## src/design/assert_macros.svh

```systemverilog
// Assertion macros shared by the euler rotation block.
// Each macro expects i_clk and i_rst_n to be visible where it is used.
`ifndef ASSERT_MACROS_SVH
`define ASSERT_MACROS_SVH

// Same-cycle implication, checked outside reset.
`define EUL_ASSERT_IMPL(lbl, ante, cons) \
    lbl: assert property (@(posedge i_clk) disable iff (!i_rst_n) (ante) |-> (cons)) \
        else $error("eul: implication check failed");

// Next-cycle implication, checked outside reset.
`define EUL_ASSERT_NEXT(lbl, ante, cons) \
    lbl: assert property (@(posedge i_clk) disable iff (!i_rst_n) (ante) |=> (cons)) \
        else $error("eul: next-cycle check failed");

`endif

```

## src/design/eul_pkg.sv

```systemverilog
// Shared constants and types for the euler angle to rotation matrix block.
// No dependencies; imported by every module of the block.
`default_nettype none

package eul_pkg;

    // Field widths.
    localparam int ANGLE_W = 16;
    localparam int OUT_W   = 16;
    localparam int UANG_W  = 15;   // reduced angle, 0 .. 23039
    localparam int REM_W   = 13;   // remainder within a quadrant, 0 .. 5759
    localparam int QUAD_W  = 2;

    // Angles are counts of 1/64 degree.
    localparam int FULL_TURN    = 23040;
    localparam int QUARTER_TURN = 5760;

    // pi/2 in Q30 for building the sine table.
    localparam logic [63:0] HALF_PI_Q30 = 64'd1686629713;

    // Divisors of the odd Taylor terms: (2n)*(2n+1).
    localparam logic [63:0] TAYLOR_DIV [1:7] = '{64'd6, 64'd20, 64'd42, 64'd72,
                                                 64'd110, 64'd156, 64'd210};

    // Output format Q1.14.
    localparam int OUT_FRAC = 14;
    localparam int OUT_ONE  = 16384;
    localparam logic signed [OUT_W-1:0] OUT_ONE_S = 16'sd16384;

    // Default configuration.
    localparam int SINE_DEPTH_DEF = 1024;
    localparam int FRAC_BITS_DEF  = 14;

    // Pipeline organization.
    localparam int LANE_STAGES  = 7;
    localparam int MERGE_STAGES = 6;
    localparam int PIPE_STAGES  = LANE_STAGES + MERGE_STAGES;

    localparam int IN_DATA_W  = 3 * ANGLE_W;
    localparam int OUT_DATA_W = 9 * OUT_W;

    // Stage load enables and occupancy, handed from the controller to the datapath.
    typedef struct packed {
        logic [PIPE_STAGES-1:0] en;
        logic [PIPE_STAGES-1:0] vld;
    } t_pipe_ctl;

endpackage

`default_nettype wire

```

## src/design/eul_ctrl.sv

```systemverilog
// Pipeline controller: stage occupancy bits and per-stage load enables.
// A stage loads when it is empty or when the stage after it loads. Uses eul_pkg.
`default_nettype none

module eul_ctrl (
    input  logic                i_clk,
    input  logic                i_rst_n,
    input  logic                i_valid,
    input  logic                i_ready,
    output logic                o_ready,
    output logic                o_valid,
    output eul_pkg::t_pipe_ctl  o_ctl
);
    import eul_pkg::*;

    localparam int LAST = PIPE_STAGES - 1;
    localparam logic [PIPE_STAGES-1:0] ALL_ONES = '1;

    logic [PIPE_STAGES-1:0] r_valid;
    logic [PIPE_STAGES-1:0] n_valid;
    logic [PIPE_STAGES-1:0] w_en;

    // Stage k may load if the output is taken or any stage from k onward is empty.
    always_comb begin
        for (int k = 0; k < PIPE_STAGES; k++) begin
            w_en[k] = i_ready | ~(&(r_valid | ~(ALL_ONES << k)));
        end
    end

    always_comb begin
        n_valid = r_valid;
        if (w_en[0]) begin
            n_valid[0] = i_valid;
        end
        for (int k = 1; k < PIPE_STAGES; k++) begin
            if (w_en[k]) begin
                n_valid[k] = r_valid[k-1];
            end
        end
    end

    always_ff @(posedge i_clk) begin
        if (!i_rst_n) begin
            r_valid <= '0;
        end else begin
            r_valid <= n_valid;
        end
    end

    assign o_ready   = w_en[0];
    assign o_valid   = r_valid[LAST];
    assign o_ctl.en  = w_en;
    assign o_ctl.vld = r_valid;

    `include "assert_macros.svh"

    // Any empty slot in the pipe must let a new word in.
    `EUL_ASSERT_IMPL(a_ready_with_room, !(&r_valid), o_ready)
    // A result that is not taken stays in the output stage.
    `EUL_ASSERT_NEXT(a_result_held, r_valid[LAST] && !i_ready, r_valid[LAST])

endmodule

`default_nettype wire

```

## config.mk

```make
export PLATFORM = sky130hd
export DESIGN_NAME = eul_ctrl
export DESIGN_NICKNAME = d
export VERILOG_FILES = /design/src/design/eul_pkg.sv /design/src/design/eul_ctrl.sv
export VERILOG_INCLUDE_DIRS = /design/src /design/src/design
export SDC_FILE = /design/constraint.sdc
export NUM_CORES = 1
export LEC_CHECK = 0
export BUFFER_PORTS_ARGS = -buffer_cell sky130_fd_sc_hd__buf_2
export CORE_UTILIZATION = 42
export DETAILED_ROUTE_END_ITERATION = 16
export PLACE_DENSITY_LB_ADDON = 0.2
export SETUP_SLACK_MARGIN = 0.2
export SYNTH_ARGS = -nofsm -noshare
export SYNTH_HDL_FRONTEND = slang
export SYNTH_SLANG_ARGS = --single-unit
```

## constraint.sdc

```tcl
create_clock -name i_clk -period 1.34 [get_ports i_clk]
set_clock_uncertainty 0.15 [all_clocks]
set_input_delay 0.134 -clock i_clk [delete_from_list [all_inputs] [get_ports i_clk]]
set_output_delay 0.134 -clock i_clk [all_outputs]
set_load 0.02 [all_outputs]
```

== Word-level counts from Yosys, hierarchy flattened ==
Index checks and enable logic that the tools add are counted.
Cells by class
  bitwise logic cells: 26
  reduce and logical (&&, ||, !) cells: 12
Operators with widths (number)
  $not A1 Y1: 13
  $or A1 B1 Y1: 13
  $reduce_and A13 Y1: 1
  $reduce_and A12 Y1: 1
  $reduce_and A11 Y1: 1
  $reduce_and A10 Y1: 1
  $reduce_and A9 Y1: 1
  $reduce_and A8 Y1: 1
  $reduce_and A7 Y1: 1
  $reduce_and A6 Y1: 1
  $reduce_and A5 Y1: 1
  $reduce_and A4 Y1: 1
  $reduce_and A3 Y1: 1
  $reduce_and A2 Y1: 1
Storage, ports and cells
  flip-flop bits (word level): 13
  input port bits: 4
  output and inout port bits: 28
  word-level logic and storage cells: 51

== Depth between registers and ports, before layout ==
Gate-level depths: netlist of the first run.
  word-level depth: 3
  depth in mapped cells: 4
  mapped depth without buffers: 4

== Least setup slack after synthesis of the first run ==
Ideal clock, no wire load.
  path kind: flip-flop to output port
  start point: register r_valid[12]
  end point: output o_ctl[13] (netlist bit)
  arrival time: 1.357 ns
  data required time: 1.056 ns
  path slack: -0.301 ns
  cell stages (with the launch flop): 5
  path buffers: 1
  cells stage by stage: dfxtp_1 nand4b_1 nor2_8 nand3_1 buf_4
On the way
  longest elaborated chain between the ends: 3
RTL lines
  from (decl): line eul_ctrl.sv:19  | logic [PIPE_STAGES-1:0] r_valid;
  from (signal assigned): line eul_ctrl.sv:46  | r_valid <= n_valid;
  $reduce_and A13 Y1: line eul_ctrl.sv:26  | w_en[k] = i_ready | ~(&(r_valid | ~(ALL_ONES << k)));
  $not A1 Y1: line eul_ctrl.sv:26
  $or A1 B1 Y1: line eul_ctrl.sv:26
  to (decl): line eul_ctrl.sv:12  | output eul_pkg::t_pipe_ctl o_ctl
No other way between the ends.

==> results of run 1 <==
==> logic make-up after synthesis <==
group	after synthesis
and+or+nand+nor	32
DFF	13
AOI/OAI and AO/OA	13
buffers and inverters	10
==> worst max-delay path, cell delays in order, from the launching register on <==
cell and delay (ns):
dfxtp_4 0.36, nand4b_1 0.22, nor2_8 0.24, buf_4 0.15, inv_4 0.03, buf_6 0.12
==> per-stage QoR <==
stage	hold WS [ns]	TNS (ns)	cell area (um2)	total power, mW	utilization, %
floorplan	0.102	-0.0786	671	0.413	-
global placement	0.195	-0.0104	850	0.424	64.5
detailed placement	0.195	-0.0575	850	0.425	64.5
CTS	0.0806	-3.07	1050	0.664	79.6
global route	0.0859	-5.18	1190	0.704	90.3
finish	0.0863	-4.10	1190	0.675	90.3
==> power breakdown <==
part           total (mW)  switching, mW  internal, mW
sequential          0.384        0.00611         0.378
clock               0.250          0.134         0.115
combinational      0.0411         0.0227        0.0184
total               0.675          0.163         0.511
==> worst max path at each step <==
stage | from | slack, ns | end | depth (start not counted)
6_report | r_valid[7] | -0.34 | o_ctl[19] | 5
5_1_grt | r_valid[7] | -0.41 | o_ctl[14] | 4
4_1_cts | r_valid[6] | -0.31 | o_ctl[14] | 4
3_5_place_dp | r_valid[12] | -0.03 | o_ctl[14] | 4
3_3_place_gp | r_valid[12] | -0.01 | o_ctl[14] | 4
2_1_floorplan | r_valid[7] | -0.04 | o_ctl[13] | 4
==> repair_timing <==
item	CTS	global route
resized for setup	43	20
cloned	0	0
pin swaps	8	9
endpoints found under the hold margin	1	0
setup endpoints to repair	30	38
buffers inserted	4	10
hold buffers	1	0
==> placed cells by master, fill, tap and decap left out, drive strengths merged <==
| master | count |
|---|---|
| o31ai | 2 |
| clkbuf | 4 |
| nand3 | 7 |
| a21oi | 1 |
| and3 | 2 |
| buf | 50 |
| nor2 | 1 |
| nor2b | 1 |
| inv | 5 |
| a21boi | 1 |
| and4bb | 1 |
| and2b | 1 |
| nand4 | 2 |
| nand2 | 15 |
| o21ai | 5 |
| and4 | 1 |
| nand4b | 1 |
| dfxtp | 13 |
| dlygate4sd3 | 1 |
| o21a | 4 |
==> layout make-up <==
cell class | count | area share (%)
multi-input cells | 45 | 29.9
clock buffers | 4 | 2.21
inverters | 5 | 2.00
well taps | 15 | 1.58
flip-flops and latches | 13 | 24.6
repair buffers | 51 | 39.7
==> layer usage <==
layer	up-vias	track usage, %	part of all wire [%]
li1	337	-	-
met1	348	25.7	41
met2	34	34.3	51
met3	8	5.00	4.8
met4	0	10.3	3.3
met5	-	0	0
==> results.txt, run 1 <==
The critical path required time is 1.06 ns. The count of final hold-check violations came out at 0. The sequential fraction of the synthesis area came out at 42.9%. The post-synthesis adder-cell area fraction is 0%. The startpoint of the worst-slack reg-to-reg timing path is r_valid[7]. The power per standard cell area came out at 567 nW/um2.

The number of cells traversed by the worst register-to-register path is 6. The endpoint identified for the worst register-to-register timing path is r_valid[0]. The core area is 1320 um2.

The cell count after synthesis came out at 68. The total grt overflow is 0. The clock transition time at the flip-flop clock pins of the worst setup and hold paths came out at 0.08 ns. The net count of the mapped netlist came out at 72. The initial antenna violation count was 0. The max-capacitance violation count came out at 0. The worst hold path belongs to the class in -> reg.

The number of enable flip-flop cells after synthesis is 0. The remaining max-slew budget at the tightest pin is 78.8%. The largest registers in the layout are r_valid (13). The number of warnings printed during yosys synthesis is 0.

The flow ran to the end, but the final reports show violations. Detailed placement ended at an HPWL of 955 um. Once the floorplan was initialized, standard cells occupied 46.1% of the core. The final-stage net count came out at 123. After layout, the worst setup slack is -0.338 ns. In this run the mean area of a mapped cell was 8.92 um2.

The number of buffers between clock root and the deepest sink came out at 2. The first routing iteration left 8 violations. The slew at the pin closest to its max-slew limit came out at 0.318 ns.

The number of unique standard cell types used by synthesis is 24. The area growth from synthesis to layout is 96.1%. The global-route usage over all layers came out at 21.0%.

The worst setup path is launched from a flop. The count of state elements after synthesis came out at 13. The diode insertion count for antenna repair is 0. For this run, the leading register cell type out of synthesis is dfxtp_1.

Measured along the y axis, the die boundary spans 40.0 um. Setup repair after global routing could not meet its margin everywhere. The source-to-sink clock delay at the later pin of the worst-skew pair is 0.28 ns. The number of primary I/O pins is 32.

The worst setup path is captured at a primary output. The synthesized netlist devotes 16.7% of its cell area to compound gates. The count of final setup violators came out at 20. The setup slack of the worst register-to-register path came out at -0.21 ns. By count the netlist is led by nand2_1, dfxtp_1, nand3_1.

By instance count, the leading cell after synthesis is nand2_1. The final wirelength came out at 2.04 mm. r_valid holds more flip-flops than any other register.

By area the synthesized netlist is led by dfxtp_1, nand2_1, nand3_1, o21a_1, o21ai_1. In the synthesized netlist, mux cells make up 0% of the area. The post-synthesis cell area is 607 um2. After detailed placement, the design holds a cell count of 114. The final cell count without fillers is 133.

The die covers 1600 um2. The clock drives 13 sinks. The cell sitting at the root of the clock tree is a clkbuf_4.

The total count of max-transition violations in the final report came out at 0. The worst hold path terminates at r_valid[12]. The static leakage came out at 0.555 nW. The largest total area in the synthesized netlist belongs to dfxtp_1. The highest clock rate came out at 0.596 GHz. The final cycle utilization of the critical path is 125%. The worst setup path is of the reg -> out kind. The hold path depth is 2. The via count of the first global-routing pass is 510. The combined flip-flop and latch cell area is 293 um2.

The row count is 13. TritonCTS built the clock tree. At the worst endpoint, the arrival time is 1.39 ns. The smallest clock period supported by the final layout is computed as 1.68 ns. The final reports fail on setup timing. The average wire length per cell after detail routing is 15.4 um. The number of search-and-repair iterations in the first detailed-routing pass is 4.

The total number of vias is 727. The area fraction of the dominant cell type after synthesis is 42.9%. Buffers placed on the I/O ports in this run total 31. The die is 40.0 um wide. In this run the worst path has a maximum fanout of 8. The dominant combinational cell family by area after synthesis is simple AND/OR/NAND/NOR gates.

The number of buffers created by CTS came out at 3. The routability congestion estimate from global placement is 0.706. The async set-reset flop share out of synthesis came out at 0%. After detailed routing, the number of remaining DRC violations is 0. The hold path startpoint is i_rst_n. The deepest level of the CTS H-tree came out at 1. The proportion of layout cells with a drive suffix above 1 is 71.2%. The first-pass GRT wire length is 2.17 mm. The worst setup slack before clock tree synthesis came out at -0.0316 ns. The register with the most flip-flops in the layout has 13 of them. The combined area of the multi-input logic cells is 355 um2. The largest vdd supply drop is 0.494 mV. Entering global routing, the biggest net connects 20 pins. The number of nets with antenna violations after routing came out at 0. The post-synthesis share of cell area spent on and, or, nand and nor gates is 32.2%. Dividing the detail-routed via count by the number of cells gives 5.47. The filler cell count in the final layout came out at 61. After Yosys synthesis, XOR and XNOR cells account for 0% of the synthesized area.
Power figures use the tool's default switching activity.
==> run 2: changes to the inputs <==
RECOVER_POWER = 100   (was unset)
clock period = 1.9 ns   (was 1.34 ns; I/O delays follow)
==> run 2 against run 1 <==
Against the previous run:
- the run now ends clean
- global-route usage decreased by 4.3 points
- utilization fell by 29 points
- non-clock buffer count is 14 lower
- die area unchanged
- combinational power down 44%
==> results.txt, run 2 (synthesized netlist as in run 1, its figures left out) <==
The deepest level of the CTS H-tree came out at 1 (unchanged). The minimum period implied by the final worst setup slack is 1.69 ns. The top cell types in the final layout, fill and taps aside, are clkbuf_1, nand2_1, dfxtp_1, nand3_1, buf_4. The hold path depth came out at 2 (unchanged). The worst endpoint data arrival time is 1.35 ns (-0.04 ns). The proportion of layout cells with a drive suffix above 1 came out at 25.0% (-46 points). The count of buffers inserted at the top-level ports came out at 31 (unchanged). The row count came to 13 (unchanged). The hold path startpoint is i_rst_n. The chip height came out at 40.0 um (unchanged). The library cell used most frequently in the layout, excluding fill and tap cells, is clkbuf_1. The source-to-sink clock delay at the later pin of the worst-skew pair came out at 0.26 ns (-0.02 ns).

In this run the critical register-to-register path is launched from r_valid[12]. Among all stages on the critical path, the largest delay is contributed by dfxtp_1. The number of DRC markers in iteration 0 is 7 (-1).

The number of cells traversed by the worst register-to-register path is 4 (-2). The area of the die is 1600 um2 (unchanged). The buffers plus inverters on the worst setup path came out at 2 (-1). The total count of max-transition violations in the final report is 0 (unchanged). The final-stage net count is 109 (-11%).

The first-pass GRT wire length came to 1.76 mm (-19%). The total number of clock tree sinks came out at 13 (unchanged). The diode insertion count for antenna repair was 0 (unchanged). The final wirelength came out at 1.21 mm (-41%). The count of final hold-check violations is 0 (unchanged). The largest vdd supply drop came out at 0.348 mV (-29%). The slew at the pin closest to its max-slew limit is 0.311 ns (-0.00698 ns).

The count of unresolved DRC violations after routing is 0 (unchanged). The max-capacitance violation count came out at 0 (unchanged). The number of search-and-repair iterations in the first detailed-routing pass was 4 (unchanged). The initial antenna violation count is 0 (unchanged). For hold timing, the worst endpoint is r_valid[7]. The maximum number of pins on one net before global-route repair came out at 20 (unchanged). The count of final setup violators is 0 (-100%).

The number of nets with antenna violations after routing is 0 (unchanged). The path category of the worst min-delay check is in -> reg. The chip width came to 40.0 um (unchanged).

STA classifies the critical path endpoint as a primary output. The number of buffers created by CTS was 3 (unchanged). The biggest cell delay along the critical path is 0.42 ns (+0.06 ns). Setup repair after global routing could not meet its margin everywhere. The via-per-instance ratio came to 4.93 (-9.8%). The clock transition time at the flip-flop clock pins of the worst setup and hold paths came out at 0.07 ns (about the same). The endpoint identified for the worst register-to-register timing path is r_valid[0]. The setup slack of the worst register-to-register path is 0.58 ns (+0.79 ns). The routability congestion estimate from global placement is 0.707 (about the same). The worst setup slack before clock tree synthesis came out at 0.433 ns (+0.464 ns). The dominant delay contributor by cell family on the critical path is simple AND/OR/NAND/NOR gates. The power per standard cell area is 568 nW/um2 (+0.21%). The critical path goes through nand4_4 > and4bb_2 > inv_1 > clkbuf_1. The final critical path takes up 89.2% of the cycle.

The core area was 1320 um2 (unchanged). The layout overhead on the synthesized area is 33.6%. The total grt overflow is 0 (unchanged). The root buffer cell is clkbuf_4. The detailed-placement wirelength estimate is 837 um (-12%). The startpoint type of the worst setup path is a flop.

The via count of the first global-routing pass came to 424 (-17%). The most flop-heavy register is r_valid. The largest registers in the layout are r_valid (13).

The remaining max-slew budget at the tightest pin is 79.2% (+0.47 points). For this run, the top clock speed supported by timing is 0.590 GHz. The average wire length per cell after detail routing is 10.2 um (-34%).

The number of buffers between clock root and the deepest sink came out at 2 (unchanged). The initial standard-cell utilization of the core is 46.1% (unchanged). The number of flip-flops under the largest register name came out at 13 (unchanged). The static leakage is 0.319 nW (-43%). The setup slack of the critical path after layout came out at 0.205 ns (+0.543 ns). The global-route usage over all layers came out at 16.7% (-4.3 points). The worst-path maximum fanout came to 4 (-4). The number of primary I/O pins came out at 32 (unchanged). The worst setup path is of the reg -> out kind.

The critical path required time came out at 1.56 ns (+0.50 ns). The sum of negative setup slack came to 0 ns (+4.10 ns). The flow ran to the end, and the final reports show no timing, DRC or antenna violations. TritonCTS built the clock tree. The total number of vias was 587 (-19%).
==> run 2: cell types whose count changed in the layout (fill, tap and decap cells not counted), moves of 3 or more <==
cell / previous run / this run
buf_2: 10 / 3
buf_4: 10 / 5
buf_6: 30 / 1
clkbuf_1: 1 / 26
dfxtp_1: 1 / 8
dfxtp_2: 5 / 2
dfxtp_4: 7 / 3
o21ai_0: 0 / 4
==> run 2: timing repair <==
action                     CTS  global route
setup endpoints to repair    8            10
buffers inserted             3             2
pin swaps                    2             3
hold endpoints to repair     1             0
gates cloned                 0             0
hold buffers                 1             0
resized for setup            7            13
==> run 2: through the flow <==
| step | hold slack, ns | area, um2 | utilization [%] | instances | total power [mW] |
|---|---|---|---|---|---|
| detailed placement | 0.248 | 752 | 57.1 | 109 | 0.308 |
| global placement | 0.242 | 752 | 57.1 | 109 | 0.308 |
| floorplan | 0.158 | 607 | - | 68 | 0.301 |
| global route | 0.147 | 811 | 61.5 | 119 | 0.488 |
| CTS | 0.149 | 821 | 62.3 | 117 | 0.471 |
| finish | 0.156 | 811 | 61.5 | 119 | 0.461 |
==> run 2: worst max path at each step <==
| stage | from | endpoint | slack [ns] | cells after the start |
|---|---|---|---|---|
| after floorplan | r_valid[12] | o_ctl[13] | 0.20 | 4 |
| after global placement | r_valid[11] | o_ctl[20] | 0.47 | 4 |
| after detailed placement | r_valid[11] | o_ctl[20] | 0.43 | 4 |
| after CTS | r_valid[9] | o_ctl[20] | 0.20 | 4 |
| after global routing | r_valid[9] | o_ready | 0.08 | 4 |
| final | r_valid[9] | o_ctl[20] | 0.21 | 4 |
==> run 2: where the power goes <==
part | switching [mW] | leakage, nW | internal, mW
Sequential | 0.00369 | 0.109 | 0.271
Clock | 0.0815 | 0.0150 | 0.0811
Combinational | 0.0142 | 0.195 | 0.00887
Total | 0.0994 | 0.319 | 0.361
==> run 2: worst register-to-register path, stage by stage, from the launching register on <==
cell and delay [ns]:
dfxtp_1 0.35, nand4b_1 0.21, nor2_8 0.22, inv_4 0.08, o31ai_1 0.23
==> run 2: metal layers <==
layer / track usage, % / share of wire, %
met5: 0 / 0
met3: 3.33 / 4.8
met4: 10.3 / 0.99
met1: 23.6 / 52
met2: 23.0 / 42
==> run 2: layout make-up <==
cell class              instances  area, um2
clock buffers                   4       26.3
fillers                       143        507
inverters                       5       21.3
multi-input cells              45        293
flip-flops and latches         13        274
well taps                      15       18.8
repair buffers                 37        178
